===== config.mk =====
export PLATFORM = sky130hd
export DESIGN_NAME = fpa_mul
export DESIGN_NICKNAME = d
export VERILOG_FILES = /design/src/design/fixed_point_q24_8_alu_assert.svh /design/src/design/fpa_pkg.sv /design/src/design/fpa_mul.sv
export SDC_FILE = /design/constraint.sdc
export NUM_CORES = 2
export LEC_CHECK = 0
export ABC_AREA = 1
export BUFFER_PORTS_ARGS = -buffer_cell sky130_fd_sc_hd__buf_2
export CAP_MARGIN = 20
export CORE_ASPECT_RATIO = 1.4
export CORE_MARGIN = 2
export CORE_UTILIZATION = 46
export DETAILED_ROUTE_END_ITERATION = 6
export GPL_TIMING_DRIVEN = 0
export PLACE_DENSITY = 0.61
export SETUP_SLACK_MARGIN = 0.2
export SYNTH_ARGS = -nofsm -noshare
export SYNTH_HDL_FRONTEND = slang
export SYNTH_SLANG_ARGS = --single-unit

===== constraint.sdc =====
create_clock -name clk_i -period 7.85 [get_ports clk_i]
set_input_delay 0 -clock clk_i [delete_from_list [all_inputs] [get_ports clk_i]]
set_output_delay 0 -clock clk_i [all_outputs]
set_load 0.01 [all_outputs]

===== src/design/fixed_point_q24_8_alu_assert.svh =====
// ----------------------------------------------------------------------------
// Fixed-point ALU assertion macros
// Concurrent assertion wrappers that compile away for synthesis.
// ----------------------------------------------------------------------------
`ifndef FIXED_POINT_Q24_8_ALU_ASSERT_SVH
`define FIXED_POINT_Q24_8_ALU_ASSERT_SVH

`ifndef SYNTHESIS

// Implication checked at every rising clock edge outside reset.
`define FPA_ASSERT_IMP(name, clk, rstn, ante, cons) \
  name: assert property (@(posedge clk) disable iff (!rstn) (ante) |-> (cons)) \
    else $error("fixed-point ALU assertion failed");

// Free-form property checked at every rising clock edge outside reset.
`define FPA_ASSERT(name, clk, rstn, prop) \
  name: assert property (@(posedge clk) disable iff (!rstn) prop) \
    else $error("fixed-point ALU assertion failed");

`else

`define FPA_ASSERT_IMP(name, clk, rstn, ante, cons)
`define FPA_ASSERT(name, clk, rstn, prop)

`endif

`endif


===== src/design/fpa_pkg.sv =====
// ----------------------------------------------------------------------------
// Fixed-point ALU package
// Shared operation codes, payload structs and default configuration.
// ----------------------------------------------------------------------------
package fpa_pkg;

  localparam int DATA_WIDTH_DEF    = 32;
  localparam int FRACTION_BITS_DEF = 8;
  localparam int PORT_W            = 32;
  localparam int OP_W              = 4;

  typedef enum logic [OP_W-1:0] {
    OP_ADD = 4'd0,
    OP_SUB = 4'd1,
    OP_MUL = 4'd2,
    OP_DIV = 4'd3,
    OP_CMP = 4'd4,
    OP_MIN = 4'd5,
    OP_MAX = 4'd6,
    OP_INC = 4'd7,
    OP_DEC = 4'd8,
    OP_I2F = 4'd9,
    OP_F2I = 4'd10
  } op_e;

  typedef struct packed {
    logic [OP_W-1:0]          operation;
    logic signed [PORT_W-1:0] operand_a;
    logic signed [PORT_W-1:0] operand_b;
  } cmd_t;

  typedef struct packed {
    logic signed [PORT_W-1:0] result_value;
    logic                     is_greater;
    logic                     is_less;
    logic                     is_equal;
    logic                     overflowed;
    logic                     divided_by_zero;
  } res_t;

  // Status that the multiply and divide units hand back with their value.
  typedef struct packed {
    logic ovf;
    logic dbz;
  } flags_t;

endpackage


===== src/design/fpa_mul.sv =====
// ----------------------------------------------------------------------------
// Fixed-point multiplier
// Pipelined signed multiply, round half away from zero, saturate.
// ----------------------------------------------------------------------------
module fpa_mul #(
  parameter int DATA_WIDTH    = fpa_pkg::DATA_WIDTH_DEF,
  parameter int FRACTION_BITS = fpa_pkg::FRACTION_BITS_DEF,
  parameter int LATENCY       = 4
) (
  input  logic                         clk_i,
  input  logic signed [DATA_WIDTH-1:0] a_i,
  input  logic signed [DATA_WIDTH-1:0] b_i,
  output logic signed [DATA_WIDTH-1:0] prod_o,
  output fpa_pkg::flags_t              flags_o
);

  localparam int DW = DATA_WIDTH;
  localparam int FB = FRACTION_BITS;
  localparam int PW2 = 2 * DW;
  localparam int TAIL = LATENCY - 4;
  localparam logic [PW2-1:0] HALF = PW2'(1) << (FB - 1);
  localparam logic [DW-1:0] SAT_MAX = {1'b0, {(DW-1){1'b1}}};
  localparam logic [DW-1:0] SAT_MIN = {1'b1, {(DW-1){1'b0}}};

  logic signed [PW2-1:0] prod_q;
  logic                  neg2_q;
  logic [PW2-1:0]        mag_q;
  logic                  neg3_q;
  logic [PW2-1:0]        rnd_q;
  logic [DW-1:0]         val_d;
  logic                  ovf_d;
  logic [DW-1:0]         val_q;
  logic                  ovf_q;

  always_ff @(posedge clk_i) begin
    prod_q <= a_i * b_i;
    neg2_q <= prod_q[PW2-1];
    mag_q  <= prod_q[PW2-1] ? (~prod_q + PW2'(1)) : prod_q;
    neg3_q <= neg2_q;
    rnd_q  <= (mag_q + HALF) >> FB;
    val_q  <= val_d;
    ovf_q  <= ovf_d;
  end

  // A negative result may reach one step further than a positive one.
  always_comb begin
    if (neg3_q) begin
      ovf_d = (|rnd_q[PW2-1:DW]) | (rnd_q[DW-1] & (|rnd_q[DW-2:0]));
      val_d = ovf_d ? SAT_MIN : (~rnd_q[DW-1:0] + DW'(1));
    end else begin
      ovf_d = |rnd_q[PW2-1:DW-1];
      val_d = ovf_d ? SAT_MAX : rnd_q[DW-1:0];
    end
  end

  generate
    if (TAIL > 0) begin : g_tail
      logic [DW-1:0] tval_q [TAIL];
      logic          tovf_q [TAIL];

      always_ff @(posedge clk_i) begin
        tval_q[0] <= val_q;
        tovf_q[0] <= ovf_q;
        for (int i = 1; i < TAIL; i++) begin
          tval_q[i] <= tval_q[i-1];
          tovf_q[i] <= tovf_q[i-1];
        end
      end

      assign prod_o      = signed'(tval_q[TAIL-1]);
      assign flags_o.ovf = tovf_q[TAIL-1];
    end else begin : g_no_tail
      assign prod_o      = signed'(val_q);
      assign flags_o.ovf = ovf_q;
    end
  endgenerate

  assign flags_o.dbz = 1'b0;

endmodule


Word level (Yosys, flattened, before mapping)
Index checks and enable logic that the tools add are counted.
Storage, ports and cells
  flip-flop bits (word level): 219
  input port bits: 65
  output and inout port bits: 34
  logic and storage cells: 24
Cells by class
  add/sub/neg operators: 3
  $mul: 1
  mux-type cells: 5
  bitwise logic cells: 4
  reduce and logical (&&, ||, !) cells: 3
Operators by type and width (count)
  32-bit two-way mux: 3
  64-bit by 2-bit adder with 64-bit output (second input constant): 1
  64-bit by 8-bit adder with 64-bit output (second input constant): 1
  32-bit by 32-bit multiplier with 64-bit output: 1
  64-bit NOT: 1
  63-bit two-way mux: 1
  32-bit by 1-bit adder with 32-bit output (second input constant): 1
  32-bit NOT: 1
  31-bit OR reduction: 1
  25-bit OR reduction: 1
  24-bit OR reduction: 1
  1-bit AND: 1
  1-bit two-way mux: 1
  1-bit bitwise OR: 1

Logic depth before layout (Yosys ltp)
  depth after elaboration: 5
  depth in mapped cells: 30
  gate-level depth less buffers: 29

Worst setup path after synthesis
OpenSTA, ideal clock, no wires.
  kind: input-to-reg
  from: input a_i[31]
  to: register prod_q[62]
  library setup time: 0.112 ns
  data arrival time: 6.547 ns
  data required time: 7.738 ns
  path slack: 1.191 ns
  stages on the path: 27
  buffers on the path: 1
  path through: clkbuf_1 nand2_1 inv_1 fa_1 inv_1 fa_1 inv_1 fa_1 fa_1 inv_1 fa_1 inv_1 fa_1 inv_1 fa_1 inv_1 fa_1 ha_1 nand2_1 nor2_1 inv_1 nor2_1 nand2_1 nor3_1 nand2_1 nand3_1 nand2_1
On the way
  longest elaborated chain between the ends: 1
RTL lines
  from (decl): line fpa_mul.sv:11  | input logic signed [DATA_WIDTH-1:0] a_i,
  32-bit by 32-bit multiplier with 64-bit output: line fpa_mul.sv:36  | prod_q <= a_i * b_i;
  to (signal assigned): line fpa_mul.sv:36
  to (decl): line fpa_mul.sv:25  | logic signed [PW2-1:0] prod_q;
Every way passes these cells.
A chain may end at the register's enable or synchronous reset.

Worst setup path in the final report
  from: input b_i[19]
  to: register prod_q[61]
On the way
  longest elaborated chain between the ends: 1
RTL lines
  from (decl): line fpa_mul.sv:12  | input logic signed [DATA_WIDTH-1:0] b_i,
  32-bit by 32-bit multiplier with 64-bit output: line fpa_mul.sv:36
Every way passes these cells.

==> flow_summary_export.csv <==
group,metric,value,unit
run_status,status,"finished, violations left",
run_status,violations,"design-rule violations",
cts,cts_tree,"built",
timing,fin_skew,23.31,ps
floorplan,die-area,106200,um2
setup_path,path_class,"input pin to register",
floorplan,dieHeight,384.8,um
timing,fmax,134.9,MHz
setup_path,path_max_fanout,10,
synthesis,synth_ff_type,"dfxtp_1",
route,antenna_left,0,
placement,port_buffers,97,
setup_path,crit_required,8230,ps
route,drt_iter0_drc,3633,
placement,gp_congestion,1.082,
cts,cts_sinks,212,
grt,grt_pass1_wl,276700,um
hold_path,min_path_cells,6,
setup_path,cp_top_family,"adder cells",
synthesis,yosysWarningCount,0,
timing,finalCritPeriodShare,94.46,%
grt,grtUsageTotal,36.35,%
flow_run,cap_viol_max_count,0,
synthesis,avgSynthCellArea,7.681,um2
synthesis,ys_seq_elements,212,
synthesis,synthCells,6204,
synthesis,synth_compound_area_share,1.948,%
timing,hold-worst-slack,165.4,ps
synthesis,synthMuxAreaShare,0,%
final_layout,final_common_cell,"inv_1",
timing,fin_ws,434.9,ps
setup_path,crit_path_frequent_cell,"fa_1",
synthesis,synthXorXnorAreaFrac,2.996,%
grt,grt_start_max_net_pins,18,
timing,fin_setup_tns,0,ps
cts,clk_pin_slew,60,ps
route,routed_wl,188300,um
floorplan,core_area,102600,um2
setup_path,end_kind,"register",
hold_path,hold_start,"a_i[1]",
synthesis,synth_top_family_by_area,"adder cells",
synthesis,ys_seq_area_share,8.906,%
setup_path,path_cells,"buf_2 > clkbuf_1 > nand2_1 > fa_1 > inv_1 > fa_1 > inv_1 > fa_1 > fa_1 > fa_1 > inv_1 > fa_1 > inv_1 > fa_1 > inv_1 > fa_1 > ha_1 > nand2_1 > nor2_1 > nand2_1 > nor4_1 > nand2_1 > nand3_1 > nand2_1",
setup_path,r2r_setup_slack,5340,ps
floorplan,rows,139,
setup_path,r2r.worst_path.cells,7,
placement,dp_hpwl,158800,um
setup_path,rr_startpoint,"mag_q[7]",
final_layout,nNetsFinal,7669,
floorplan,fp.dieW,276.0,um
cts,clockRootBuffer,"clkbuf_16",
route,wl_per_cell,24.48,um
cts,cts_buffers,21,
setup_path,slowest_delay,830,ps
synthesis,syn-num-nets,7537,
synthesis,synth-async-reset-ratio,0,%
grt,grt_antenna_before_repair,3,
hold_path,min_to,"prod_q[2]",
timing,rsz0062_at_grt,"no",
synthesis,syn_area,47660,um2
setup_path,startpoint_type,"input pin",
timing,final.min_clock_period,7415,ps
setup_path,crit_slowest_cell,"fa_1",
final_layout,final_cell_mix,"inv_1, nand2_1, fa_1",
synthesis,synth_cell_types,39,
grt,overflow,0,
cts,clockBufferDepth,3,
timing,maxSlewHeadroom,14.69,%
synthesis,synth_edf_count,0,
floorplan,start_util,46.44,%
timing,final_hold_viol_count,0,
cts,insertion_delay,520,ps
hold_path,holdCritPathClass,"input pin to register",
setup_path,crit_buf_inv,7,
setup_path,r2r-end,"rnd_q[47]",
final_layout,layout-drive-gt1-share,2.961,%
route,drc,29,
route,first_pass_iters,7,
cts,htree_num_levels,1,
synthesis,synth-simple-area-share,19.68,%
timing,tightestPinTransition,1280,ps
setup_path,crit_arrival,7800,ps
final_layout,synthToLayoutAreaGrowth,6.490,%
route,via_per_inst,5.283,
final_layout,post-route-util,49.46,%
route,via_count,40640,
timing,setup_viol,0,
timing,final_max_slew_viol_count,0,
final_layout,nFillCells,10450,
grt,grt_pass1_vias,43430,
placement,place_ws,-967.9,ps
setup_path,startpoint,"b_i[19]",
synthesis,synth_fa_ha_area_share,50.34,%
floorplan,io_pins,99,
-- tightest hold or removal path: stages --
cell	delay, ps
buf_2	130
nand2_1	80
inv_1	60
ha_1	110
ha_1	130
ha_1	130
-- cell type report --
type	count	area, um2	share of cell area (%)
sequential	212	4244	8.363
clock buffer	26	574.3	1.132
timing repair buffer	113	700.7	1.381
multi-input combinational	3952	35740	70.42
buffer	206	809.5	1.595
tap	1339	1675	3.301
antenna	4	10.01	0.01972
inverter	1830	6880	13.56
clock inverter	10	118.9	0.2342
-- layer usage --
layer  global-route usage (%)  part of all wire (%)
met5                        0                     0
met4                    32.35                    11
met3                    6.163                   8.9
met2                    61.05                    47
met1                    39.95                    33
-- stage by stage --
step / instance area, um2 / std cells
finish: 50750 / 7692
global route: 50740 / 7688
CTS: 50630 / 7681
detailed placement: 49930 / 7646
global placement: 49820 / 7640
floorplan: 47660 / 6204
-- sequential cells by signal (all words and copies together) (netlist names) --
name,flops
prod_q,64
mag_q,57
rnd_q,56
prod_o,32
neg2_q,1
neg3_q,1
ovf_q,1
-- worst max path at each step --
stage            endpoint  slack [ps]  depth (start not counted)
2_1_floorplan  prod_q[62]        1190                         27
3_3_place_gp   prod_q[61]        -940                         24
3_5_place_dp   prod_q[61]        -970                         24
4_1_cts        prod_q[61]         210                         26
5_1_grt        prod_q[61]         210                         27
6_report       prod_q[61]         430                         24
-- cells in the mapped netlist (4+ instances only) --
| library cell | n | area, um2 |
|---|---|---|
| a21oi_1 | 67 | 335.3 |
| clkbuf_1 | 206 | 773.2 |
| dfxtp_1 | 212 | 4244 |
| fa_1 | 1082 | 21660 |
| ha_1 | 186 | 2327 |
| inv_1 | 1828 | 6862 |
| nand2_1 | 1720 | 6456 |
| nand3_1 | 159 | 795.8 |
| nand3b_1 | 4 | 30.03 |
| nand4_1 | 76 | 475.5 |
| nor2_1 | 309 | 1160 |
| nor3_1 | 37 | 185.2 |
| nor4_1 | 13 | 81.33 |
| o21ai_0 | 85 | 425.4 |
| o21ai_1 | 9 | 45.04 |
| o21bai_1 | 9 | 67.56 |
| or2_2 | 10 | 62.56 |
| xnor2_1 | 35 | 306.5 |
| xor2_1 | 128 | 1121 |
-- repair_timing --
item | 4_1_cts | 5_1_grt
endpoints found under the hold margin | 1 | 0
buffers inserted | 0 | 5
pin swaps | 0 | 1
endpoints found under the setup margin | 16 | 16
hold buffers | 1 | 0
resized for setup | 4 | 21
-- kinds of logic after synthesis --
kind of cell,Yosys count
AOI/OAI and AO/OA,177
DFF,212
xor gates and xnor gates,163
buffers and inverters,2040
other,1
adders and majority gates,1268
and+or+nand+nor,2343
Power is left out: the tool's default activity adds up to more than one toggle a clock period on the data nets, which glitch-free logic cannot reach.
